## config.mk

```make
export PLATFORM = sky130hd
export DESIGN_NAME = source_text_tokenizer
export DESIGN_NICKNAME = d
export VERILOG_FILES = /design/src/hdl/stt_pkg.sv /design/src/hdl/source_text_tokenizer.sv
export VERILOG_INCLUDE_DIRS = /design/src /design/src/hdl
export SDC_FILE = /design/constraint.sdc
export NUM_CORES = 1
export LEC_CHECK = 0
export BUFFER_PORTS_ARGS = -buffer_cell sky130_fd_sc_hd__buf_4
export CORE_MARGIN = 2
export CORE_UTILIZATION = 56
export CTS_CLUSTER_DIAMETER = 100
export DETAILED_ROUTE_END_ITERATION = 10
export PLACE_DENSITY_LB_ADDON = 0.12
export SYNTH_ARGS = -nofsm -noshare
export SYNTH_HDL_FRONTEND = slang
export SYNTH_SLANG_ARGS = --single-unit
```

## constraint.sdc

```tcl
create_clock -name clk -period 5.25 [get_ports clk]
set_input_delay 0.2625 -clock clk [delete_from_list [all_inputs] [get_ports clk]]
set_output_delay 0.2625 -clock clk [all_outputs]
set_load 0.05 [all_outputs]
```

## src/hdl/source_text_tokenizer_assert.svh

```systemverilog
// Assertion macros for the tokenizer.
`ifndef SOURCE_TEXT_TOKENIZER_ASSERT_SVH
`define SOURCE_TEXT_TOKENIZER_ASSERT_SVH

// cond must hold at every edge out of reset
`define STT_ASSERT_ALWAYS(label, cond) \
    label: assert property (@(posedge clk) disable iff (!rst_n) (cond)) \
        else $error("tokenizer assertion failed");

// ante at one edge implies cons at the next edge
`define STT_ASSERT_NEXT(label, ante, cons) \
    label: assert property (@(posedge clk) disable iff (!rst_n) (ante) |=> (cons)) \
        else $error("tokenizer assertion failed");

`endif

```

## src/hdl/stt_pkg.sv

```systemverilog
package stt_pkg;

    localparam int OFFSET_BITS = 24;
    localparam int LINE_BITS   = 20;
    localparam int COLUMN_BITS = 16;

    localparam logic [OFFSET_BITS-1:0] OFFSET_MAX = {OFFSET_BITS{1'b1}};
    localparam logic [LINE_BITS-1:0]   LINE_MAX   = {LINE_BITS{1'b1}};
    localparam logic [COLUMN_BITS-1:0] COLUMN_MAX = {COLUMN_BITS{1'b1}};

    // text bytes kept per token and saturation of the byte count
    localparam int WORD_BYTES = 8;
    localparam logic [3:0] WORD_LEN_MAX = 4'd15;

    // token queue depth, a power of two, at least two
    localparam int TOK_DEPTH = 4;

    localparam logic [7:0] CH_NEWLINE    = 8'h0a;
    localparam logic [7:0] CH_QUOTE      = 8'h22;
    localparam logic [7:0] CH_DOT        = 8'h2e;
    localparam logic [7:0] CH_SLASH      = 8'h2f;
    localparam logic [7:0] CH_BACKSLASH  = 8'h5c;
    localparam logic [7:0] CH_UNDERSCORE = 8'h5f;
    localparam logic [7:0] CH_EQUAL      = 8'h3d;

    typedef enum logic [2:0] {
        K_IDENT   = 3'd0,
        K_KEYWORD = 3'd1,
        K_NUMBER  = 3'd2,
        K_STRING  = 3'd3,
        K_OPER    = 3'd4,
        K_PUNCT   = 3'd5,
        K_UNKNOWN = 3'd6,
        K_EOF     = 3'd7
    } kind_t;

    typedef struct packed {
        kind_t                  kind;
        logic [LINE_BITS-1:0]   line;
        logic [COLUMN_BITS-1:0] column;
        logic [OFFSET_BITS-1:0] offset;
        logic [OFFSET_BITS-1:0] length;
        logic [15:0]            text;
        logic                   last;
    } token_t;

    // keyword text, first byte lowest (strings written back to front)
    localparam int KW_COUNT = 21;
    localparam logic [63:0] KW_TEXT [KW_COUNT] = '{
        64'("rav"),      64'("nuf"),    64'("ssalc"),  64'("mune"),
        64'("fi"),       64'("esle"),   64'("rof"),    64'("elihw"),
        64'("kaerb"),    64'("eunitnoc"), 64'("nruter"), 64'("tel"),
        64'("tni"),      64'("tniu"),   64'("taolf"),  64'("loob"),
        64'("gnirts"),   64'("hctiws"), 64'("esac"),   64'("tluafed"),
        64'("tsnoc")
    };
    localparam logic [3:0] KW_LEN [KW_COUNT] = '{
        4'd3, 4'd3, 4'd5, 4'd4, 4'd2, 4'd4, 4'd3, 4'd5, 4'd5, 4'd8, 4'd6,
        4'd3, 4'd3, 4'd4, 4'd5, 4'd4, 4'd6, 4'd6, 4'd4, 4'd7, 4'd5
    };

    // bytes past the count are always zero, so a full compare suffices
    function automatic logic is_keyword(input logic [63:0] wbuf, input logic [3:0] wlen);
        logic hit;
        hit = 1'b0;
        for (int i = 0; i < KW_COUNT; i++) begin
            if (wbuf == KW_TEXT[i] && wlen == KW_LEN[i])
                hit = 1'b1;
        end
        return hit;
    endfunction

endpackage

```

## src/hdl/source_text_tokenizer.sv

```systemverilog
// Source text tokenizer.
// Input channel item_valid/item_ready carries one word per cycle: action 0
// with a source byte in byte_value, or action 1 for end of input.
// Output channel token_valid/token_ready carries tokens: kind, start line
// and column, text offset and length, up to two text bytes, and last, which
// marks the final token caused by one input word.
// Lexer state and position counters update in the cycle a word is accepted;
// its zero, one or two tokens go into a four-entry token queue, and the
// first appears on the output next cycle if the queue was empty.
// Throughput is one input word per cycle while item_ready is high. The
// queue drains one token per cycle, so two-token words make it fill up;
// item_ready drops while fewer than two queue entries are free.
// When the receiver stalls, the queue fills and then holds the input back;
// no token is lost or reordered.
// Reset empties the queue, returns the lexer to idle between tokens, and
// sets line and column to 1 and the byte offset to 0. After end of input
// the counters keep counting from where they stopped.
module source_text_tokenizer
    import stt_pkg::*;
(
    input  logic                   clk,
    input  logic                   rst_n,
    input  logic                   item_valid,
    output logic                   item_ready,
    input  logic                   action,
    input  logic [7:0]             byte_value,
    output logic                   token_valid,
    input  logic                   token_ready,
    output logic [2:0]             token_kind,
    output logic [LINE_BITS-1:0]   start_line,
    output logic [COLUMN_BITS-1:0] start_column,
    output logic [OFFSET_BITS-1:0] text_offset,
    output logic [OFFSET_BITS-1:0] text_length,
    output logic [15:0]            short_text,
    output logic                   last
);

    `include "source_text_tokenizer_assert.svh"

    localparam int PTR_BITS = $clog2(TOK_DEPTH);
    localparam int CNT_BITS = $clog2(TOK_DEPTH + 1);
    localparam logic [CNT_BITS-1:0] CNT_FULL  = CNT_BITS'(TOK_DEPTH);
    localparam logic [CNT_BITS-1:0] CNT_ROOM2 = CNT_BITS'(TOK_DEPTH - 2);

    typedef enum logic [3:0] {
        M_IDLE, M_SLASH, M_COMMENT, M_OPER, M_IDENT,
        M_NUMBER, M_FRACTION, M_STRING, M_STRING_ESC
    } mode_t;

    function automatic logic is_space(input logic [7:0] ch);
        return ch == 8'h20 || (ch >= 8'h09 && ch <= 8'h0d);
    endfunction

    function automatic logic is_digit(input logic [7:0] ch);
        return ch >= "0" && ch <= "9";
    endfunction

    function automatic logic is_alpha(input logic [7:0] ch);
        return (ch >= "a" && ch <= "z") || (ch >= "A" && ch <= "Z");
    endfunction

    function automatic logic is_oper(input logic [7:0] ch);
        return ch == "+" || ch == "-" || ch == "*" || ch == "/" || ch == "=" ||
               ch == "!" || ch == "<" || ch == ">" || ch == "&" || ch == "|" ||
               ch == "^" || ch == "%";
    endfunction

    function automatic logic may_pair(input logic [7:0] ch);
        return ch == "=" || ch == "!" || ch == "<" || ch == ">" || ch == "&" ||
               ch == "|";
    endfunction

    function automatic logic pairs_with(input logic [7:0] a, input logic [7:0] b);
        logic p;
        if (b == CH_EQUAL)
            p = a == "=" || a == "!" || a == "<" || a == ">";
        else
            p = (a == b) && (a == "&" || a == "|" || a == "<" || a == ">");
        return p;
    endfunction

    function automatic logic is_punct(input logic [7:0] ch);
        return ch == "(" || ch == ")" || ch == "{" || ch == "}" || ch == "[" ||
               ch == "]" || ch == "," || ch == ":" || ch == ";" || ch == CH_DOT;
    endfunction

    // returns {count, buffer} with ch added
    function automatic logic [67:0] append_byte(input logic [63:0] wbuf,
                                                input logic [3:0] wlen,
                                                input logic [7:0] ch);
        logic [63:0] b;
        logic [3:0]  n;
        b = wbuf;
        n = wlen;
        if (wlen < 4'(WORD_BYTES))
            b[{wlen[2:0], 3'b000} +: 8] = ch;
        if (wlen < WORD_LEN_MAX)
            n = wlen + 4'd1;
        return {n, b};
    endfunction

    function automatic token_t make_tok(input kind_t k,
                                        input logic [LINE_BITS-1:0] ln,
                                        input logic [COLUMN_BITS-1:0] col,
                                        input logic [OFFSET_BITS-1:0] off,
                                        input logic [OFFSET_BITS-1:0] len,
                                        input logic [15:0] txt);
        token_t t;
        t.kind   = k;
        t.line   = ln;
        t.column = col;
        t.offset = off;
        t.length = len;
        t.text   = txt;
        t.last   = 1'b0;
        return t;
    endfunction

    mode_t                  mode_reg, mode_next;
    logic [LINE_BITS-1:0]   line_reg, line_next;
    logic [COLUMN_BITS-1:0] column_reg, column_next;
    logic [OFFSET_BITS-1:0] offset_reg, offset_next;
    logic [LINE_BITS-1:0]   tok_line_reg, tok_line_next;
    logic [COLUMN_BITS-1:0] tok_column_reg, tok_column_next;
    logic [OFFSET_BITS-1:0] tok_offset_reg, tok_offset_next;
    logic [63:0]            wbuf_reg, wbuf_next;
    logic [3:0]             wlen_reg, wlen_next;
    logic [7:0]             pending_reg, pending_next;

    token_t                 queue_reg [TOK_DEPTH];
    logic [PTR_BITS-1:0]    wr_ptr_reg, wr_ptr_next;
    logic [PTR_BITS-1:0]    rd_ptr_reg, rd_ptr_next;
    logic [CNT_BITS-1:0]    count_reg, count_next;

    token_t                 tok_a, tok_b, first_tok, second_tok;
    logic                   tok_a_vld, tok_b_vld;
    logic                   again;
    logic [OFFSET_BITS-1:0] open_len;
    logic                   kw_hit;
    logic                   accept, pop;
    logic [1:0]             push_n;
    logic [7:0]             ch;
    token_t                 head;

    assign ch       = byte_value;
    assign accept   = item_valid && item_ready;
    assign pop      = token_valid && token_ready;
    assign open_len = (offset_reg >= tok_offset_reg) ? offset_reg - tok_offset_reg
                                                     : '0;
    assign kw_hit   = is_keyword(wbuf_reg, wlen_reg);

    always_comb
    begin
        mode_next       = mode_reg;
        line_next       = line_reg;
        column_next     = column_reg;
        offset_next     = offset_reg;
        tok_line_next   = tok_line_reg;
        tok_column_next = tok_column_reg;
        tok_offset_next = tok_offset_reg;
        wbuf_next       = wbuf_reg;
        wlen_next       = wlen_reg;
        pending_next    = pending_reg;
        tok_a           = '0;
        tok_b           = '0;
        tok_a_vld       = 1'b0;
        tok_b_vld       = 1'b0;
        again           = 1'b0;

        if (action) begin
            unique case (mode_reg)
                M_SLASH:
                begin
                    tok_a = make_tok(K_OPER, tok_line_reg, tok_column_reg, tok_offset_reg,
                                     OFFSET_BITS'(1), {8'h00, CH_SLASH});
                    tok_a_vld = 1'b1;
                end
                M_OPER:
                begin
                    tok_a = make_tok(K_OPER, tok_line_reg, tok_column_reg, tok_offset_reg,
                                     OFFSET_BITS'(1), {8'h00, pending_reg});
                    tok_a_vld = 1'b1;
                end
                M_IDENT:
                begin
                    tok_a = make_tok(kw_hit ? K_KEYWORD : K_IDENT, tok_line_reg,
                                     tok_column_reg, tok_offset_reg, open_len,
                                     wbuf_reg[15:0]);
                    tok_a_vld = 1'b1;
                end
                M_NUMBER, M_FRACTION:
                begin
                    tok_a = make_tok(K_NUMBER, tok_line_reg, tok_column_reg, tok_offset_reg,
                                     open_len, wbuf_reg[15:0]);
                    tok_a_vld = 1'b1;
                end
                M_STRING, M_STRING_ESC:
                begin
                    // unterminated string
                    tok_a = make_tok(K_UNKNOWN, tok_line_reg, tok_column_reg,
                                     tok_offset_reg, '0, 16'h0000);
                    tok_a_vld = 1'b1;
                end
                default:
                begin
                end
            endcase
            mode_next = M_IDLE;
            tok_b = make_tok(K_EOF, line_reg, column_reg, offset_reg, '0, 16'h0000);
            tok_b_vld = 1'b1;
        end else begin
            unique case (mode_reg)
                M_SLASH:
                begin
                    if (ch == CH_SLASH) begin
                        mode_next = M_COMMENT;
                    end else begin
                        tok_a = make_tok(K_OPER, tok_line_reg, tok_column_reg,
                                         tok_offset_reg, OFFSET_BITS'(1),
                                         {8'h00, CH_SLASH});
                        tok_a_vld = 1'b1;
                        again = 1'b1;
                    end
                end
                M_COMMENT:
                begin
                    if (ch == CH_NEWLINE)
                        mode_next = M_IDLE;
                end
                M_OPER:
                begin
                    if (pairs_with(pending_reg, ch)) begin
                        tok_a = make_tok(K_OPER, tok_line_reg, tok_column_reg,
                                         tok_offset_reg, OFFSET_BITS'(2), {ch, pending_reg});
                        mode_next = M_IDLE;
                    end else begin
                        tok_a = make_tok(K_OPER, tok_line_reg, tok_column_reg,
                                         tok_offset_reg, OFFSET_BITS'(1),
                                         {8'h00, pending_reg});
                        again = 1'b1;
                    end
                    tok_a_vld = 1'b1;
                end
                M_IDENT:
                begin
                    if (is_alpha(ch) || is_digit(ch) || ch == CH_UNDERSCORE) begin
                        {wlen_next, wbuf_next} = append_byte(wbuf_reg, wlen_reg, ch);
                    end else begin
                        tok_a = make_tok(kw_hit ? K_KEYWORD : K_IDENT, tok_line_reg,
                                         tok_column_reg, tok_offset_reg, open_len,
                                         wbuf_reg[15:0]);
                        tok_a_vld = 1'b1;
                        again = 1'b1;
                    end
                end
                M_NUMBER, M_FRACTION:
                begin
                    if (is_digit(ch)) begin
                        {wlen_next, wbuf_next} = append_byte(wbuf_reg, wlen_reg, ch);
                    end else if (ch == CH_DOT && mode_reg == M_NUMBER) begin
                        {wlen_next, wbuf_next} = append_byte(wbuf_reg, wlen_reg, ch);
                        mode_next = M_FRACTION;
                    end else begin
                        tok_a = make_tok(K_NUMBER, tok_line_reg, tok_column_reg,
                                         tok_offset_reg, open_len, wbuf_reg[15:0]);
                        tok_a_vld = 1'b1;
                        again = 1'b1;
                    end
                end
                M_STRING:
                begin
                    if (ch == CH_QUOTE) begin
                        tok_a = make_tok(K_STRING, tok_line_reg, tok_column_reg,
                                         tok_offset_reg, open_len, wbuf_reg[15:0]);
                        tok_a_vld = 1'b1;
                        mode_next = M_IDLE;
                    end else begin
                        {wlen_next, wbuf_next} = append_byte(wbuf_reg, wlen_reg, ch);
                        if (ch == CH_BACKSLASH)
                            mode_next = M_STRING_ESC;
                    end
                end
                M_STRING_ESC:
                begin
                    {wlen_next, wbuf_next} = append_byte(wbuf_reg, wlen_reg, ch);
                    mode_next = M_STRING;
                end
                default:
                begin
                    again = 1'b1;
                end
            endcase

            // byte starts a new token from the idle state
            if (again) begin
                mode_next = M_IDLE;
                if (is_space(ch)) begin
                end else if (ch == CH_SLASH || is_alpha(ch) || ch == CH_UNDERSCORE ||
                             is_digit(ch) || ch == CH_QUOTE ||
                             (is_oper(ch) && may_pair(ch))) begin
                    tok_line_next   = line_reg;
                    tok_column_next = column_reg;
                    tok_offset_next = offset_reg;
                    wbuf_next       = '0;
                    wlen_next       = '0;
                    if (ch == CH_SLASH) begin
                        mode_next = M_SLASH;
                    end else if (is_alpha(ch) || ch == CH_UNDERSCORE) begin
                        {wlen_next, wbuf_next} = append_byte('0, '0, ch);
                        mode_next = M_IDENT;
                    end else if (is_digit(ch)) begin
                        {wlen_next, wbuf_next} = append_byte('0, '0, ch);
                        mode_next = M_NUMBER;
                    end else if (ch == CH_QUOTE) begin
                        tok_offset_next = (offset_reg != OFFSET_MAX) ? offset_reg + 1'b1
                                                                     : OFFSET_MAX;
                        mode_next = M_STRING;
                    end else begin
                        pending_next = ch;
                        mode_next = M_OPER;
                    end
                end else if (is_oper(ch)) begin
                    tok_b = make_tok(K_OPER, line_reg, column_reg, offset_reg,
                                     OFFSET_BITS'(1), {8'h00, ch});
                    tok_b_vld = 1'b1;
                end else if (is_punct(ch)) begin
                    tok_b = make_tok(K_PUNCT, line_reg, column_reg, offset_reg,
                                     OFFSET_BITS'(1), {8'h00, ch});
                    tok_b_vld = 1'b1;
                end else begin
                    tok_b = make_tok(K_UNKNOWN, line_reg, column_reg, offset_reg,
                                     '0, 16'h0000);
                    tok_b_vld = 1'b1;
                end
            end

            if (offset_reg != OFFSET_MAX)
                offset_next = offset_reg + 1'b1;
            if (ch == CH_NEWLINE) begin
                if (line_reg != LINE_MAX)
                    line_next = line_reg + 1'b1;
                column_next = COLUMN_BITS'(1);
            end else if (column_reg != COLUMN_MAX) begin
                column_next = column_reg + 1'b1;
            end
        end
    end

    // pack the word's tokens in order, flag the final one
    always_comb
    begin
        push_n     = {1'b0, tok_a_vld} + {1'b0, tok_b_vld};
        first_tok  = tok_a_vld ? tok_a : tok_b;
        second_tok = tok_b;
        if (push_n == 2'd2)
            second_tok.last = 1'b1;
        else
            first_tok.last = 1'b1;
        if (!accept)
            push_n = 2'd0;
    end

    always_comb
    begin
        wr_ptr_next = wr_ptr_reg + PTR_BITS'(push_n);
        rd_ptr_next = rd_ptr_reg + PTR_BITS'(pop);
        count_next  = count_reg + CNT_BITS'(push_n) - CNT_BITS'(pop);
    end

    always_ff @(posedge clk or negedge rst_n)
    begin
        if (!rst_n) begin
            mode_reg       <= M_IDLE;
            line_reg       <= LINE_BITS'(1);
            column_reg     <= COLUMN_BITS'(1);
            offset_reg     <= '0;
            tok_line_reg   <= LINE_BITS'(1);
            tok_column_reg <= COLUMN_BITS'(1);
            tok_offset_reg <= '0;
            wbuf_reg       <= '0;
            wlen_reg       <= '0;
            pending_reg    <= '0;
            wr_ptr_reg     <= '0;
            rd_ptr_reg     <= '0;
            count_reg      <= '0;
        end else begin
            if (accept) begin
                mode_reg       <= mode_next;
                line_reg       <= line_next;
                column_reg     <= column_next;
                offset_reg     <= offset_next;
                tok_line_reg   <= tok_line_next;
                tok_column_reg <= tok_column_next;
                tok_offset_reg <= tok_offset_next;
                wbuf_reg       <= wbuf_next;
                wlen_reg       <= wlen_next;
                pending_reg    <= pending_next;
                if (push_n != 2'd0)
                    queue_reg[wr_ptr_reg] <= first_tok;
                if (push_n == 2'd2)
                    queue_reg[wr_ptr_reg + 1'b1] <= second_tok;
            end
            wr_ptr_reg <= wr_ptr_next;
            rd_ptr_reg <= rd_ptr_next;
            count_reg  <= count_next;
        end
    end

    assign item_ready   = count_reg <= CNT_ROOM2;
    assign token_valid  = count_reg != '0;
    assign head         = queue_reg[rd_ptr_reg];
    assign token_kind   = head.kind;
    assign start_line   = head.line;
    assign start_column = head.column;
    assign text_offset  = head.offset;
    assign text_length  = head.length;
    assign short_text   = head.text;
    assign last         = head.last;

    `STT_ASSERT_ALWAYS(a_queue_bound, count_reg <= CNT_FULL)
    `STT_ASSERT_NEXT(a_eof_idle, accept && action, mode_reg == M_IDLE)
    `STT_ASSERT_NEXT(a_eof_queued, accept && action, count_reg != '0)

endmodule
```

# Yosys cells after proc, flatten, opt, wreduce, memory -nomap -nowiden
# Memories as Yosys holds them, arrays and structs flattened.
# Index checks and enable logic that the tools add are counted.
# totals
memories	1
in_bits	13
ram_bits	416
regBits	207
word_cells	329
output_inout_bits	106
# mem_list
name	words	word_bits	read_ports	rd_clocked_by_memory_dff	write_ports	line_no	rtl
queue_reg	4	104	1	0	2	source_text_tokenizer.sv:130	token_t queue_reg [TOK_DEPTH];
# op_classes
n_shift	2
order_cmp	12
n_reduce_logical	88
mux	114
bitwise_logic	6
eq_ne	81
addsub	12
# op_table
op	count
$pmux 104 s5	2
$mux 104	7
$mux 103	5
$mux 64	8
$eq 64x23->1 const B	5
$eq 64x31->1 const B	5
$eq 64x39->1 const B	5
$pmux 64 s4	1
$eq 64x47->1 const B	3
$eq 8x6->1 const B	23
$mux 24	6
$mux 102	1
$eq 8x7->1 const B	9
$mux 4	17
$bwmux 64	1
$eq 64x15->1 const B	1
$eq 64x55->1 const B	1
$eq 64x63->1 const B	1
$shift 8x8->64 const A	1
$shiftx 8x8->64	1
$mux 1	49
$logic_or 1x1->1	41
$eq 4x3->1 const B	8
$logic_and 1x1->1	32
53 further kinds	82

# Logic depth before layout (Yosys ltp)
# depth
depth_word	29
mapped_depth	18
depth_no_buf	16

# Worst setup path before layout
# No wires, ideal clock.
# synth_path
path_kind	input -> register
start	in byte_value[4]
end	mem queue_reg[0][0] (netlist name) (enable)
setup_time_ns	0.427
slack_ns	-0.556
required_time_ns	4.823
arrival_ns	5.380
path_stages	14
path_buffers	3
cell_sequence	buf_2 or4b_1 buf_2 or4_4 nand3_2 o2111ai_4 a21oi_4 inv_2 ha_1 o211ai_1 nor3_1 nor2_1 clkbuf_1 inv_1
# synth_rtl
element	line_no	rtl
start: declaration	source_text_tokenizer.sv:26	input logic [7:0] byte_value,
end: declaration	source_text_tokenizer.sv:130	

==> run summary <==
Status: finished clean
R2r worst-path depth: 12
Initial DRC Count: 2088
Hold Crit Class: in2reg
Std cell rows: 86
Ys async rst share: 0.332
DRC: 0
Synth area leader: edfxtp_1
Combinational family with the most area after synthesis: compound AO/OA/AOI/OAI gates
Multiplexer area fraction after synthesis: 0.0853
# placed instances: 3471
Syn Inst Count: 2750
Worst Path Max Fanout: 19
Measured slew at the worst slew-check pin: 1.33 ns
Crit share post-route: 0.940
Combinational share of power: 0.348
I/O pins: 119
Detail Placement HPWL: 58800 um
Post-route ant nets: 0
Fin worst setup slack: 0.312 ns
Core box area: 55000 sq um
Slew Limit Fails: 0
Reg-to-Reg End: queue_reg[0][89]
WL per Instance: 25.4 um
Synth Net Count: 2804
First-pass GRT wire length: 138000 um
Final hold violation count: 0
WS Path Type: in2reg
Post-synth EDFFs: 292
H-Tree Depth: 3
Number of setup violations in the final report: 0
Max-Cap Viols: 0
Num CTS Buffers: 68
Number of global-route vias before repair: 23.3k
RSZ-0062 raised after global routing: false
Area growth from synthesis to layout: 13.3%
Clock transition at path regs: 0.06 ns
Power share of the clock group: 0.290
Syn_area_per_cell: 11.3 sq um
DP Worst Slack: 0.121 ns
Layout Skew: 0.0185 ns
Library cells used by synthesis: 96
CP Data Arrival Time: 5.42 ns
Peak supply drop: 0.504 mV
WL final: 91600 um
P_leak: 13.1 nW
Tot GR Track Use: 0.317
Port buffer count: 118
Maximum number of pins on one net before global-route repair: 89
Leading cell types by total area after synthesis: edfxtp_1, dfrtp_1, a22o_1, dfxtp_1, mux4_2
Max Freq: 203 MHz
Req. time, crit path: 5.73 ns
Initial antenna violation count: 1
Setup TNS: 0 ns
DIE AREA: 57500 sq um
Final RePlAce weighted congestion: 0.950
Finished Layout Cells: 3600
Initial Utilization: 0.566
Post-synth top flop: edfxtp_1
Synth top area share: 0.282
Fraction of layout cells with a size suffix above 1: 0.172
Vias per cell: 6.65
Net Sw Frac: 0.386
Most frequent cells in the layout: nand2_1, edfxtp_1, a22o_1
Max clock buf depth: 3
Mapped Area: 31100 sq um
Final min period: 4.94 ns
Critical Path Sink: queue_reg[0][89]
Net Sw Power: 6.51 mW
R2r startpoint: mode_reg[1]
Largest register FFs: 416
Compound-gate portion of the synthesized area: 0.172
Yosys warning count: 0
Die H: 240 um
DR vias: 24.0k
Flop pwr share: 0.363
CTS tree: done
Slew HR: 0.116
GRT overflow: 0
TritonRoute pass-1 iters: 5
CP Launch Point: byte_value[6]
Crit end category: register
Filler instances: 4261
Adder-Cell Fraction of Synth Area: 0.0170
Inserted Diodes: 0
Hold_ws: 0.0404 ns
Worst R2R Setup Slack: 0.40 ns
Layout Nets: 2851
Worst-Skew Late Latency: 0.62 ns
Flip-flop and latch count after synthesis: 623
Seq/Total Area, Yosys: 0.528
Chip width: 240 um
XOR/XNOR Fraction of Synth Area: 0.0245
Clock Tree Root: clkbuf_16
Postcts setup bufs: 0
Power Internal: 10.3 mW
CTS sink cnt: 623
Most common cell after layout, fill and taps aside: nand2_1
Worst Setup Start Kind: primary input
Cell Pwr Density: 478 nW/um^2
Simple-Gate Fraction of Synth Area: 0.136
## cell usage after synthesis (23+ instances only)
| library cell | count |
|---|---|
| nand2_1 | 307 |
| edfxtp_1 | 292 |
| a22o_1 | 290 |
| dfrtp_1 | 203 |
| clkbuf_1 | 173 |
| o21ai_0 | 159 |
| nor2_1 | 132 |
| dfxtp_1 | 124 |
| nand3_1 | 114 |
| mux4_2 | 104 |
| a21oi_1 | 82 |
| inv_1 | 63 |
| xnor2_1 | 59 |
| nand4_1 | 41 |
| ha_1 | 39 |
| nor3_1 | 38 |
| xor2_1 | 28 |
| buf_2 | 26 |
| nor4_1 | 25 |
| nand2b_1 | 23 |
| nor2b_1 | 23 |
| o22ai_1 | 23 |
| o31ai_1 | 23 |
## worst max-delay path, stage by stage
cell and delay [ns]:
dlygate4sd3_1 0.54, buf_4 0.18, buf_4 0.21, nand2b_1 0.22
or4_1 0.56, a211oi_1 0.41, buf_4 0.22, o2111ai_4 0.13
a21oi_4 0.18, inv_2 0.09, ha_1 0.31, o211ai_1 0.19
nor3_1 0.35, a21oi_2 0.21, nor2_2 1.05, a22o_1 0.29
## timing repair
| item | 4_1_cts | 5_1_grt |
|---|---|---|
| hold buffers | 3 | 0 |
| endpoints found under the hold margin | 65 | 0 |
| setup endpoints to repair | 0 | 15 |
| gates resized for setup | 0 | 0 |
## how the worst min path moves through the flow
stage	slack (ns)	to	from	depth (start not counted)
floorplan	-0.03	column_reg[10]	rst_n	0
detailed placement	0.27	wbuf_reg[19]	rst_n	1
finish	0.04	wbuf_reg[48]	byte_value[0]	3
global route	0.04	wbuf_reg[60]	byte_value[4]	2
CTS	0.005	wbuf_reg[48]	byte_value[0]	3
global placement	0.27	wbuf_reg[27]	rst_n	1
## through the flow
step	util	total power, mW	instance area, sq um
after floorplan	-	10.0	31200
after global placement	0.599	12.0	33000
after detailed placement	0.599	12.0	33000
after CTS	0.641	16.9	35300
after global routing	0.641	17.5	35300
final	0.641	16.9	35300
## power by group through the flow
stage	Clock, mW	Sequential (mW)	Combinational [mW]
after detailed placement	0	6.20	5.82
final	4.88	6.11	5.86
after floorplan	0	5.86	4.18
after CTS	4.93	6.10	5.84
after global placement	0	6.17	5.78
after global routing	5.11	6.17	6.18
## final cells by class
type                       instances  area [sq um]  area share
tap                              748           936      0.0265
sequential                       623         16400       0.466
multi-input combinational       1834         13600       0.385
clock buffer                      98          1950      0.0552
timing repair buffer             204          1760      0.0499
inverter                          66           265     0.00752
clock inverter                    27           335     0.00951
## routing by layer
layer	share of wire	vias up	global-route usage
met4	0.039	0	0.139
met5	0	-	0
met1	0.39	12100	0.411
met3	0.068	172	0.0386
li1	-	10600	-
met2	0.50	1142	0.540
## kinds of logic (layout without fill, tap and decap cells)
| kind of cell | count (synthesis) | in the layout |
|---|---|---|
| AOI/OAI and AO/OA | 726 | 726 |
| xor gates and xnor gates | 87 | 87 |
| adders and majority gates | 41 | 41 |
| buffers and inverters | 294 | 395 |
| DFF | 623 | 623 |
| muxes | 134 | 134 |
| and+or+nand+nor | 845 | 846 |
Power figures use the tool's default switching activity.
